$ cat src/rtl/core/bchd_pkg.sv
// Package for the button click/hold detector.
// Types, register indexes, event codes and small helper functions.
// No dependencies.
package bchd_pkg;

   localparam int unsigned DebW   = 8;
   localparam int unsigned TickW  = 16;
   localparam int unsigned CntW   = 9;
   localparam int unsigned EdgeW  = 6;
   localparam int unsigned CodeW  = 3;
   localparam int unsigned CsrIdxW  = 2;
   localparam int unsigned CsrDataW = 16;

   typedef enum logic [CsrIdxW-1:0] {
      CSR_DEBOUNCE_SAMPLES = 2'd0,
      CSR_GAP_TICKS        = 2'd1,
      CSR_HOLD_TICKS       = 2'd2
   } csr_index_type;

   typedef enum logic [CodeW-1:0] {
      EV_SINGLE = 3'd0,
      EV_DOUBLE = 3'd1,
      EV_TRIPLE = 3'd2,
      EV_MANY   = 3'd3,
      EV_HOLD   = 3'd4
   } event_type;

   localparam logic [DebW-1:0]  RstDebounceSamples = 8'd4;
   localparam logic [TickW-1:0] RstGapTicks        = 16'd300;
   localparam logic [TickW-1:0] RstHoldTicks       = 16'd1000;
   localparam logic [EdgeW-1:0] EdgeMax            = 6'd63;
   localparam logic [EdgeW-1:0] EdgeWrap           = 6'd62;

   typedef struct packed {
      logic [DebW-1:0]  debounce_samples;
      logic [TickW-1:0] gap_ticks;
      logic [TickW-1:0] hold_ticks;
   } cfg_type;

   typedef struct packed {
      logic [CntW-1:0]  debounce_count;
      logic [EdgeW-1:0] edge_count;
      logic [TickW-1:0] gap_timer;
      logic             gap_running;
      logic [TickW-1:0] hold_timer;
      logic             hold_running;
   } state_type;

   typedef struct packed {
      logic      valid;
      event_type code;
   } event_out_type;

   function automatic logic [DebW-1:0] min_one_8(input logic [DebW-1:0] v);
      return (v == '0) ? DebW'(1) : v;
   endfunction

   function automatic logic [TickW-1:0] min_one_16(input logic [TickW-1:0] v);
      return (v == '0) ? TickW'(1) : v;
   endfunction

   function automatic event_type click_code(input logic [EdgeW-1:0] count);
      case (count)
         6'd2:    return EV_SINGLE;
         6'd4:    return EV_DOUBLE;
         6'd6:    return EV_TRIPLE;
         default: return EV_MANY;
      endcase
   endfunction

endpackage

$ cat src/rtl/core/bchd_if.sv
// Channel interfaces for the button click/hold detector.
// Depends on bchd_pkg.
interface bchd_req_if;
   logic valid;
   logic ready;
   logic pin_level;
   modport source (output valid, output pin_level, input ready);
   modport sink   (input valid, input pin_level, output ready);
endinterface

interface bchd_rsp_if;
   logic                         valid;
   logic                         ready;
   logic [bchd_pkg::CodeW-1:0]   event_code;
   modport source (output valid, output event_code, input ready);
   modport sink   (input valid, input event_code, output ready);
endinterface

$ cat src/rtl/core/bchd_step.sv
// Next-state logic for one sample tick: gap timer, hold timer, debounce, edge.
// Depends on bchd_pkg.
module bchd_step (
   input  bchd_pkg::cfg_type       cfg,
   input  bchd_pkg::state_type     cur,
   input  logic                    pin_level,
   output bchd_pkg::state_type     nxt,
   output bchd_pkg::event_out_type evt
);

   always_comb begin
      logic [bchd_pkg::CntW-1:0] s;
      logic [bchd_pkg::CntW-1:0] s2;
      bchd_pkg::state_type       st;
      bchd_pkg::event_out_type   ev;

      s  = {1'b0, bchd_pkg::min_one_8(cfg.debounce_samples)};
      s2 = {s[bchd_pkg::CntW-2:0], 1'b0};
      st = cur;
      ev.valid = 1'b0;
      ev.code  = bchd_pkg::EV_SINGLE;

      if (st.gap_running) begin
         if (st.gap_timer <= bchd_pkg::TickW'(1)) begin
            st.gap_running = 1'b0;
            st.gap_timer   = '0;
            if (!st.edge_count[0]) begin
               ev.valid = 1'b1;
               ev.code  = bchd_pkg::click_code(st.edge_count);
            end
            st.edge_count = '0;
         end else begin
            st.gap_timer = st.gap_timer - bchd_pkg::TickW'(1);
         end
      end

      if (st.hold_running) begin
         if (st.hold_timer <= bchd_pkg::TickW'(1)) begin
            st.hold_timer = bchd_pkg::min_one_16(cfg.hold_ticks);
            if (!ev.valid) begin
               ev.valid = 1'b1;
               ev.code  = bchd_pkg::EV_HOLD;
            end
         end else begin
            st.hold_timer = st.hold_timer - bchd_pkg::TickW'(1);
         end
      end

      if (pin_level) begin
         st.debounce_count = (st.debounce_count < s)
                           ? st.debounce_count + bchd_pkg::CntW'(1) : s2;
      end else begin
         st.debounce_count = (st.debounce_count > s)
                           ? st.debounce_count - bchd_pkg::CntW'(1) : '0;
      end

      if (st.debounce_count == s) begin
         st.debounce_count = pin_level ? s2 : '0;
         st.edge_count     = (st.edge_count >= bchd_pkg::EdgeMax)
                           ? bchd_pkg::EdgeWrap
                           : st.edge_count + bchd_pkg::EdgeW'(1);
         st.gap_timer      = bchd_pkg::min_one_16(cfg.gap_ticks);
         st.gap_running    = 1'b1;
         if (pin_level) begin
            st.hold_timer   = bchd_pkg::min_one_16(cfg.hold_ticks);
            st.hold_running = 1'b1;
         end else begin
            st.hold_timer   = '0;
            st.hold_running = 1'b0;
         end
      end

      nxt = st;
      evt = ev;
   end

endmodule

$ cat src/rtl/core/button_click_hold_detector.sv
// Button click/hold detector top level: config registers, state, result register.
// Depends on bchd_pkg, bchd_if.sv and bchd_step.
//
// Each accepted item is one sample tick of the raw button level. The tick is
// processed in the cycle it is accepted and any click or hold event appears in
// the result register on the next cycle. One item is taken every cycle; the
// input stalls only while an event waits in the result register and rsp is not
// ready. Configuration writes take effect for the next item.
module button_click_hold_detector (
   input  logic                              clock,
   input  logic                              reset,
   bchd_req_if.sink                          req_chan,
   bchd_rsp_if.source                        rsp_chan,
   input  logic                              csr_write_enable,
   input  logic [bchd_pkg::CsrIdxW-1:0]      csr_index,
   input  logic [bchd_pkg::CsrDataW-1:0]     csr_write_data
);

   bchd_pkg::cfg_type       cfg_ff;
   bchd_pkg::state_type     state_ff;
   bchd_pkg::state_type     state_in;
   bchd_pkg::event_out_type evt;
   logic                    rsp_valid_ff;
   logic                    rsp_valid_in;
   bchd_pkg::event_type     rsp_code_ff;
   logic                    accept;

   assign req_chan.ready = !rsp_valid_ff || rsp_chan.ready;
   assign accept         = req_chan.valid && req_chan.ready;

   bchd_step u_step (
      .cfg       (cfg_ff),
      .cur       (state_ff),
      .pin_level (req_chan.pin_level),
      .nxt       (state_in),
      .evt       (evt)
   );

   always_ff @(posedge clock) begin
      if (reset) begin
         cfg_ff.debounce_samples <= bchd_pkg::RstDebounceSamples;
         cfg_ff.gap_ticks        <= bchd_pkg::RstGapTicks;
         cfg_ff.hold_ticks       <= bchd_pkg::RstHoldTicks;
      end else if (csr_write_enable) begin
         case (csr_index)
            bchd_pkg::CSR_DEBOUNCE_SAMPLES:
               cfg_ff.debounce_samples <= csr_write_data[bchd_pkg::DebW-1:0];
            bchd_pkg::CSR_GAP_TICKS:
               cfg_ff.gap_ticks <= csr_write_data;
            bchd_pkg::CSR_HOLD_TICKS:
               cfg_ff.hold_ticks <= csr_write_data;
            default: ;
         endcase
      end
   end

   always_ff @(posedge clock) begin
      if (reset) begin
         state_ff <= '0;
      end else if (accept) begin
         state_ff <= state_in;
      end
   end

   always_comb begin
      rsp_valid_in = rsp_valid_ff;
      if (rsp_valid_ff && rsp_chan.ready) begin
         rsp_valid_in = 1'b0;
      end
      if (accept && evt.valid) begin
         rsp_valid_in = 1'b1;
      end
   end

   always_ff @(posedge clock) begin
      if (reset) begin
         rsp_valid_ff <= 1'b0;
      end else begin
         rsp_valid_ff <= rsp_valid_in;
      end
   end

   always_ff @(posedge clock) begin
      if (accept && evt.valid) begin
         rsp_code_ff <= evt.code;
      end
   end

   assign rsp_chan.valid      = rsp_valid_ff;
   assign rsp_chan.event_code = rsp_code_ff;

endmodule

$ cat src/flat_wrapper.sv
// flat-port wrapper written by rule: the top's interface ports become plain ports
module button_click_hold_detector_flat 
  (clock, reset, csr_write_enable, csr_index, csr_write_data, req_chan_valid, req_chan_pin_level, req_chan_ready, rsp_chan_valid, rsp_chan_event_code, rsp_chan_ready);
  bchd_req_if req_chan_i ();
  bchd_rsp_if rsp_chan_i ();
  input  logic clock;
  input  logic reset;
  input  logic csr_write_enable;
  input  logic [bchd_pkg::CsrIdxW-1:0] csr_index;
  input  logic [bchd_pkg::CsrDataW-1:0] csr_write_data;
  input wire logic [$bits(req_chan_i.valid)-1:0] req_chan_valid;
  input wire logic [$bits(req_chan_i.pin_level)-1:0] req_chan_pin_level;
  output wire logic [$bits(req_chan_i.ready)-1:0] req_chan_ready;
  output wire logic [$bits(rsp_chan_i.valid)-1:0] rsp_chan_valid;
  output wire logic [$bits(rsp_chan_i.event_code)-1:0] rsp_chan_event_code;
  input wire logic [$bits(rsp_chan_i.ready)-1:0] rsp_chan_ready;
  assign req_chan_i.valid = req_chan_valid;
  assign req_chan_i.pin_level = req_chan_pin_level;
  assign req_chan_ready = req_chan_i.ready;
  assign rsp_chan_valid = rsp_chan_i.valid;
  assign rsp_chan_event_code = rsp_chan_i.event_code;
  assign rsp_chan_i.ready = rsp_chan_ready;
  button_click_hold_detector u_core (.clock(clock), .reset(reset), .req_chan(req_chan_i), .rsp_chan(rsp_chan_i), .csr_write_enable(csr_write_enable), .csr_index(csr_index), .csr_write_data(csr_write_data));
endmodule
$ cat config.mk
export PLATFORM = sky130hd
export DESIGN_NAME = button_click_hold_detector_flat
export DESIGN_NICKNAME = d
export VERILOG_FILES = /design/src/rtl/core/bchd_pkg.sv /design/src/rtl/core/bchd_if.sv /design/src/rtl/core/bchd_step.sv /design/src/rtl/core/button_click_hold_detector.sv /design/src/flat_wrapper.sv
export SDC_FILE = /design/constraint.sdc
export NUM_CORES = 1
export LEC_CHECK = 0
export BUFFER_PORTS_ARGS = -buffer_cell sky130_fd_sc_hd__buf_2
export CAP_MARGIN = 30
export CORE_MARGIN = 2
export CORE_UTILIZATION = 35
export CTS_CLUSTER_SIZE = 40
export DETAILED_ROUTE_END_ITERATION = 10
export PLACE_DENSITY = 0.55
export SLEW_MARGIN = 30
export SYNTH_ARGS = -nofsm -noshare
export SYNTH_HDL_FRONTEND = slang
export SYNTH_SLANG_ARGS = --single-unit
export TNS_END_PERCENT = 100
$ cat constraint.sdc
create_clock -name clock -period 11.47 [get_ports clock]
set_clock_uncertainty 0.2 [all_clocks]
set_input_delay 2.294 -clock clock [delete_from_list [all_inputs] [get_ports clock]]
set_output_delay 2.294 -clock clock [all_outputs]
set_load 0.01 [all_outputs]
==> results.md, run 1 <==
- Setup crit end kind: flip-flop
- Crit path cell chain: buf_2 > nor2b_1 > a41oi_1 > o31ai_1 > mux2i_1 > a2111oi_2 > and3_1 > nand2_2 > a21oi_1 > a311oi_1
- Worst Max-Slew Pin Slew: roughly 800 ps
- ANT cells: 0
- Post-synth top flop: dfxtp_1
- Setup violators final: 0
- Syn Inst Count: 802
- Crit start category: input pin
- Placer Congestion: roughly 0.91
- H-tree depth: 3
- Yosys top cell area share: 29.9%
- Nets: approximately 830
- Worst hold stages: 2
- Largest net degree at the start of global routing: 46
- Worst min path class: flip-flop to flip-flop
- Fin crit share: between 50 and 60%
- Slowest stage delay, CP: ~780 ps
- Die Wd: ~140 um
- Power Density: around 270 nW/um^2
- Max_cap viols: 0
- CTS Sinks: 93
- Ys Warns: 0
- Crit path max-delay family: compound AO/OA/AOI/OAI gates
- Crit. path cell count: 10
- RSZ-0062 raised after global routing: false
- Leading area contributor after synthesis: dfxtp_1
- Reg2Reg Depth: 13
- Row Count: between 40 and 50
- Number of setup buffers added after CTS: 0
- Starting density of the core: 36.1%
- Worst Setup SP: req_chan_pin_level
- Die ar.: 18300 um^2
- Die H: approximately 140 um
- Fin. Hold Viols: 0
- CTS Buf Count: 9
- Area growth syn-to-layout: 9.11%
- Clk pin slew, worst setup/hold paths: about 70 ps
- Power, Total: ~1.8 mW
- Core footprint: around 17000 um^2
- Most common cell in the netlist: nand2_1
- First-pass GRT wire length: 30100 um
- I/O pin total: 29
- Sequential share of the synthesized area: a little under a third
- CTS Hold Bufs: 0
- Synth area leaders: dfxtp_1 (30%), nand2_1 (7.9%), a21oi_1 (6.5%)
- TritonRoute pass-1 iters: 5
- Critical path class: input pin to flip-flop
- Root Driver: clkbuf_16
- Synth unique cells: 82
- Data arrival, critical path: around 6000 ps
- P_leak: 2.50 nW
- Total GRT Usage: 20.9%
- Post-synth top cells: nand2_1 (127), dfxtp_1 (90), a21oi_1 (78), nor2_1 (44), clkbuf_1 (40)
- Status: finished clean
- Clk_lat worst skew: about 360 ps
- Layout cells sized above 1: under 10%
- Post-Syn Area: 6030 um^2
- Post-route setup slack: 5600 ps
- Final Critical Period: about 5900 ps
- Clock buffer depth: 2
- Placed Instance Area: 6280 um^2
- Placed Cells: roughly 1000
- Final Non-Filler Cells: roughly 1000
- Vias post-DR: between 5000 and 6000
- Post-synth EDFFs: 3
- Setup_tns: 0 ps
- Pins Over Slew Limit: 0
- Drt initial violations: ~500
- Crit path buf inv count: 1
- Critical Path RT: roughly 11000 ps
- Design area: approximately 6600 um^2
- Pre-CTS WS: ~5300 ps
- Post_cts resized: 0
- Post-DP HPWL: 13200 um
- Crit-path slowest cell: a21oi_1
- Vias in the first global route: around 5500
- Reg2reg start: u_core.cfg_ff[36]$_SDFFE_PP0P_
- Remaining antenna violation count after routing: 0
- Worst vdd ir: about 0.11 mV
- Fraction of registers with async set/reset: 0%
- HP Start: u_core.cfg_ff[13]$_SDFFE_PP0P_
- CTS tree: yes
- DR vias/cell: roughly 5.8
- DRC viols: 0
- Slew headroom: a little under half
- Drt total wl: roughly 19000 um
- Routed wire per std cell: about 18 um
- F_max: 170 MHz
- CP Max Fanout: 33
- Grt total ovfl: 0
- Register bit count reported by yosys: 93
- Avg Inst Size Synth: roughly 7.5 um^2
- Antenna violations before repair: 0
- Synth Net Count: about 840
- Count of buffers from port buffering: 28
==> stage by stage <==
step / utilization, % / hold slack, ps
3_5_place_dp: 37.6 / 269
6_report: 39.4 / 282
5_1_grt: 39.4 / 295
4_1_cts: 39.4 / 281
2_1_floorplan: - / 236
3_3_place_gp: 37.5 / 269
==> sequential cells by signal (all words and copies together), names as in the netlist <==
signal	count
u_core.rsp_chan.event_code	3
u_core.state_ff	49
u_core.cfg_ff	40
u_core.rsp_chan.valid	1
==> final timing paths <==
kind,endpoint,slack (ps)
max,u_core.state_ff[10]$_SDFFE_PP0P_,5600
min,u_core.cfg_ff[13]$_SDFFE_PP0P_,280
max reg2reg,u_core.state_ff[10]$_SDFFE_PP0P_,5900
min reg2reg,u_core.cfg_ff[13]$_SDFFE_PP0P_,280
==> layout make-up <==
cell class              instances  area, um^2
repair buffers                 36         200
flip-flops and latches         93        1890
well taps                     220         275
inverters                      24        90.1
multi-input cells             630        3820
clock buffers                  10         239
fillers                      1804       10100
clock inverters                 6        62.6
==> logic make-up (layout without fill, tap and decap cells) <==
| logic type | after synthesis | count (layout) | share of synthesized area, % |
|---|---|---|---|
| multiplexers | 14 | 14 | 2.35 |
| AO/OA/AOI/OAI | 252 | 252 | 27.7 |
| adder cells (fa/ha/maj) | 15 | 15 | 3.11 |
| XOR/XNOR | 28 | 28 | 4.30 |
| AND/OR/NAND/NOR | 321 | 321 | 25.8 |
| flip-flops | 93 | 93 | 31.4 |
| buffers and inverters | 79 | 76 | 5.38 |
==> layout by cell type, fill, tap and decap left out, types with 7 or more instances in the layout <==
cell | synthesis | routed
buf_4 | 2 | 8
nand2_1 | 127 | 127
nor4_1 | 16 | 16
clkbuf_16 | 0 | 9
a311oi_1 | 12 | 12
a21oi_1 | 78 | 78
o21ai_0 | 39 | 39
mux2i_1 | 13 | 13
inv_1 | 23 | 23
o21ai_1 | 9 | 8
o2bb2ai_1 | 7 | 7
nor2_1 | 44 | 43
xnor2_1 | 15 | 15
nor3_1 | 27 | 27
and3_1 | 7 | 7
o211ai_1 | 11 | 11
o31ai_1 | 8 | 8
xor2_1 | 12 | 12
or3_1 | 13 | 13
ha_1 | 15 | 15
a211oi_1 | 12 | 12
a31oi_1 | 17 | 17
nand3_1 | 38 | 38
buf_2 | 9 | 28
and2_1 | 8 | 8
dfxtp_1 | 90 | 90
==> worst min-delay path: cells and delay by family (launching register included) <==
| family | cells | cell delay (ps) |
|---|---|---|
| AND/OR/NAND/NOR | 1 | 60 |
| AO/OA/AOI/OAI | 1 | 50 |
| flip-flops | 1 | 330 |
==> where the power goes <==
group | internal (mW) | switching, mW
combinational | 0.394 | 0.657
clock | 0.159 | 0.148
sequential | 0.365 | 0.0707
total | 0.918 | 0.876
==> metal layers <==
layer / global-route usage [%] / wire length [um] / vias up
li1: - / - / 2956
met1: 30.4 / 8870 / 2784
met2: 31.6 / 8230 / 169
met3: 4.04 / 1130 / 22
met4: 5.79 / 326 / 0
met5: 0 / 0 / -
No activity file was read; power rests on OpenSTA's default activity.
==> run 2, diff against run 1 <==
PLACE_DENSITY = 0.57   (was 0.55)
clock period = 4.75 ns   (was 11.47 ns; I/O delays follow)
==> run 2 against run 1 <==
Clock-buffer cell count unchanged. Die area is the same. Wire length up 1.7%. Design area is 2.5% higher. Highest routed layer unchanged.
==> results.md, run 2 (synthesis results as in run 1) <==
- Setup_tns: 0 ps (unchanged)
- DR WL met3: 1260 um (+12%)
- Setup violators final: 0 (unchanged)
- Root Driver: clkbuf_16
- F_max: 221 MHz
- Row Count: 47 (unchanged)
- Max layer used: met4
- Pins Over Slew Limit: 0 (unchanged)
- Clock buffer depth: 2 (unchanged)
- Psw: 2.18 mW (+150%)
- Sequential Power Share: 22.8% (-1.5 points)
- Starting density of the core: 36.1% (unchanged)
- Post-DP HPWL: 13400 um (+1.7%)
- Worst vdd ir: 0.298 mV (+170%)
- Worst Max-Slew Pin Slew: 803 ps (+2.93 ps)
- Comb power frac: 60.6% (+2.0 points)
- First-pass GRT wire length: 30200 um (+0.32%)
- Final Non-Filler Cells: 1040 (+2.1%)
- Most common cell after layout, fill and taps aside: nand2_1
- H-tree depth: 3 (unchanged)
- Placed Cells: 1020 (+1.7%)
- Worst hold stages: 2 (unchanged)
- Final Core Density: 40.4% (+0.99 points)
- Largest net degree at the start of global routing: 67 (+46%)
- CTS Sinks: 93 (unchanged)
- Slew headroom: 46.5% (+0.30 points)
- Status: finished clean
- Power Density: 670 nW/um^2 (+150%)
- Number of flip-flops in the largest register: 49 (unchanged)
- Total GRT Usage: 20.9% (about the same)
- Grt total ovfl: 0 (unchanged)
- ANT cells: 0 (unchanged)
- Crit start category: flip-flop
- Nets: 854 (+2.5%)
- Commonest cells after routing, fill and taps aside: nand2_1 (127), dfxtp_1 (90), a21oi_1 (78), nor2_1 (43), o21ai_0 (39)
- Layout cells sized above 1: 11.8% (+2.3 points)
- Reg2reg setup slack: 230 ps (-5670 ps)
- Clk pin slew, worst setup/hold paths: 80 ps (about the same)
- Clk_lat worst skew: 360 ps (about the same)
- DRC viols: 0 (unchanged)
- DR vias/cell: 5.86 (+0.66%)
- CTS tree: yes
- M1 WL: 9040 um (+1.9%)
- Die Wd: 135 um (unchanged)
- Fin. Hold Viols: 0 (unchanged)
- Data arrival, critical path: 4600 ps (-1260 ps)
- Die ar.: 18300 um^2 (unchanged)
- Die H: 135 um (unchanged)
- Final Critical Period: 4520 ps
- P_leak: 2.61 nW (+4.4%)
- Worst min path class: flip-flop to flip-flop
- Reg2Reg Depth: 15 (+2)
- Max_cap viols: 0 (unchanged)
- RSZ-0062 raised after global routing: false
- Int Pwr: 2.33 mW (+150%)
- Fin crit share: 95.1%
- Fill count: 1785 (-1.1%)
- Critical Path RT: 4830 ps (-6630 ps)
- Largest Register: u_core.state_ff
- Area growth syn-to-layout: 11.9%
- Switching Share: 48.3% (-0.51 points)
- Drt initial violations: 633 (+29%)
- Vias in the first global route: 5335 (-2.1%)
- Sequential cell area: 1890 um^2 (unchanged)
- Core footprint: 16700 um^2 (unchanged)
- I/O pin total: 29 (unchanged)
- Antenna violations before repair: 0 (unchanged)
- Met2 Wirelength: 8050 um (-2.2%)
- CP Max Fanout: 11 (-67%)
- RR Endpoint: u_core.state_ff[16]$_SDFFE_PP0P_
- Routed wire per std cell: 18.1 um (-0.35%)
- Multi-input logic area: 3830 um^2 (+0.20%)
- Setup crit end kind: flip-flop
- Count of buffers from port buffering: 28 (unchanged)
- HP Start: u_core.cfg_ff[16]$_SDFFE_PP0P_
- TritonRoute pass-1 iters: 5 (unchanged)
- Clock power frac: 16.6% (-0.6 points)
- Vias post-DR: 6093 (+2.7%)
- Critical path class: flip-flop to flip-flop
- Reg2reg start: u_core.cfg_ff[34]$_SDFFE_PP1P_
- Remaining antenna violation count after routing: 0 (unchanged)
- CTS Buf Count: 9 (unchanged)
- Drt total wl: 18900 um (+1.7%)
- Worst hold slack: 280 ps (-1.85 ps)
- Hold EP: u_core.cfg_ff[16]$_SDFFE_PP0P_
- Placer Congestion: 0.959 (+5.3%)
## run 2: cell types whose count changed in the layout (fill, tap and decap cells not counted), sizes merged
cell,before,now
buf,36,57
clkinv,2,1
inv,28,29
## run 2: layer usage
metal | vias to the layer above | GRT usage (%)
met2 | 202 | 30.3
met4 | 0 | 7.75
met3 | 41 | 2.99
li1 | 2992 | -
met1 | 2858 | 31.2
met5 | - | 0
## run 2: power by group through the flow
stage	Combinational [mW]	Clock, mW	Sequential [mW]
floorplan	2.02	0	0.982
global placement	2.65	0	1.05
detailed placement	2.64	0	1.04
CTS	2.65	0.764	1.02
global route	2.99	0.796	1.04
finish	2.74	0.751	1.03
## run 2: how the worst max path moves through the flow
stage                                              start                                to  cells after the start
after CTS                 u_core.cfg_ff[36]$_SDFFE_PP0P_   u_core.state_ff[6]$_SDFFE_PP0P_                     13
after floorplan           u_core.cfg_ff[37]$_SDFFE_PP0P_  u_core.state_ff[31]$_SDFFE_PP0P_                     17
after detailed placement  u_core.cfg_ff[36]$_SDFFE_PP0P_   u_core.state_ff[1]$_SDFFE_PP0P_                     13
final                     u_core.cfg_ff[34]$_SDFFE_PP1P_  u_core.state_ff[16]$_SDFFE_PP0P_                     15
after global placement    u_core.cfg_ff[34]$_SDFFE_PP1P_   u_core.state_ff[2]$_SDFFE_PP0P_                     13
after global routing      u_core.cfg_ff[34]$_SDFFE_PP1P_  u_core.state_ff[16]$_SDFFE_PP0P_                     15
## run 2: worst max-delay path, cell delays in order, from the launching register on
cell and delay, ps:
dfxtp_1 530, inv_1 230, a31oi_1 320, inv_1 130, ha_1 220, o221a_2 250, o21ai_0 300, buf_4 250
nor2_1 70, o41ai_1 610, and3_1 370, buf_4 240, a21oi_2 100, buf_4 200, a41o_1 230, a211oi_1 180
## run 2: layout make-up
cell class | count | area share (%)
clock buffers | 10 | 3.54
repair buffers | 57 | 5.31
well taps | 220 | 4.08
multi-input cells | 630 | 56.7
flip-flops and latches | 93 | 28.1
clock inverters | 6 | 0.928
inverters | 24 | 1.34
## run 2: stage by stage
stage,power (mW),area (um^2),setup WS (ps)
final,4.52,6740,233
after global routing,4.83,6740,13.7
after CTS,4.44,6700,164
after floorplan,3.00,6030,820
after global placement,3.70,6400,141
after detailed placement,3.68,6400,178
## run 2: what timing repair did
item                       4_1_cts  5_1_grt
resized for setup                0        2
hold buffers                     0        0
setup endpoints to repair        0       16
setup buffers                    0        4
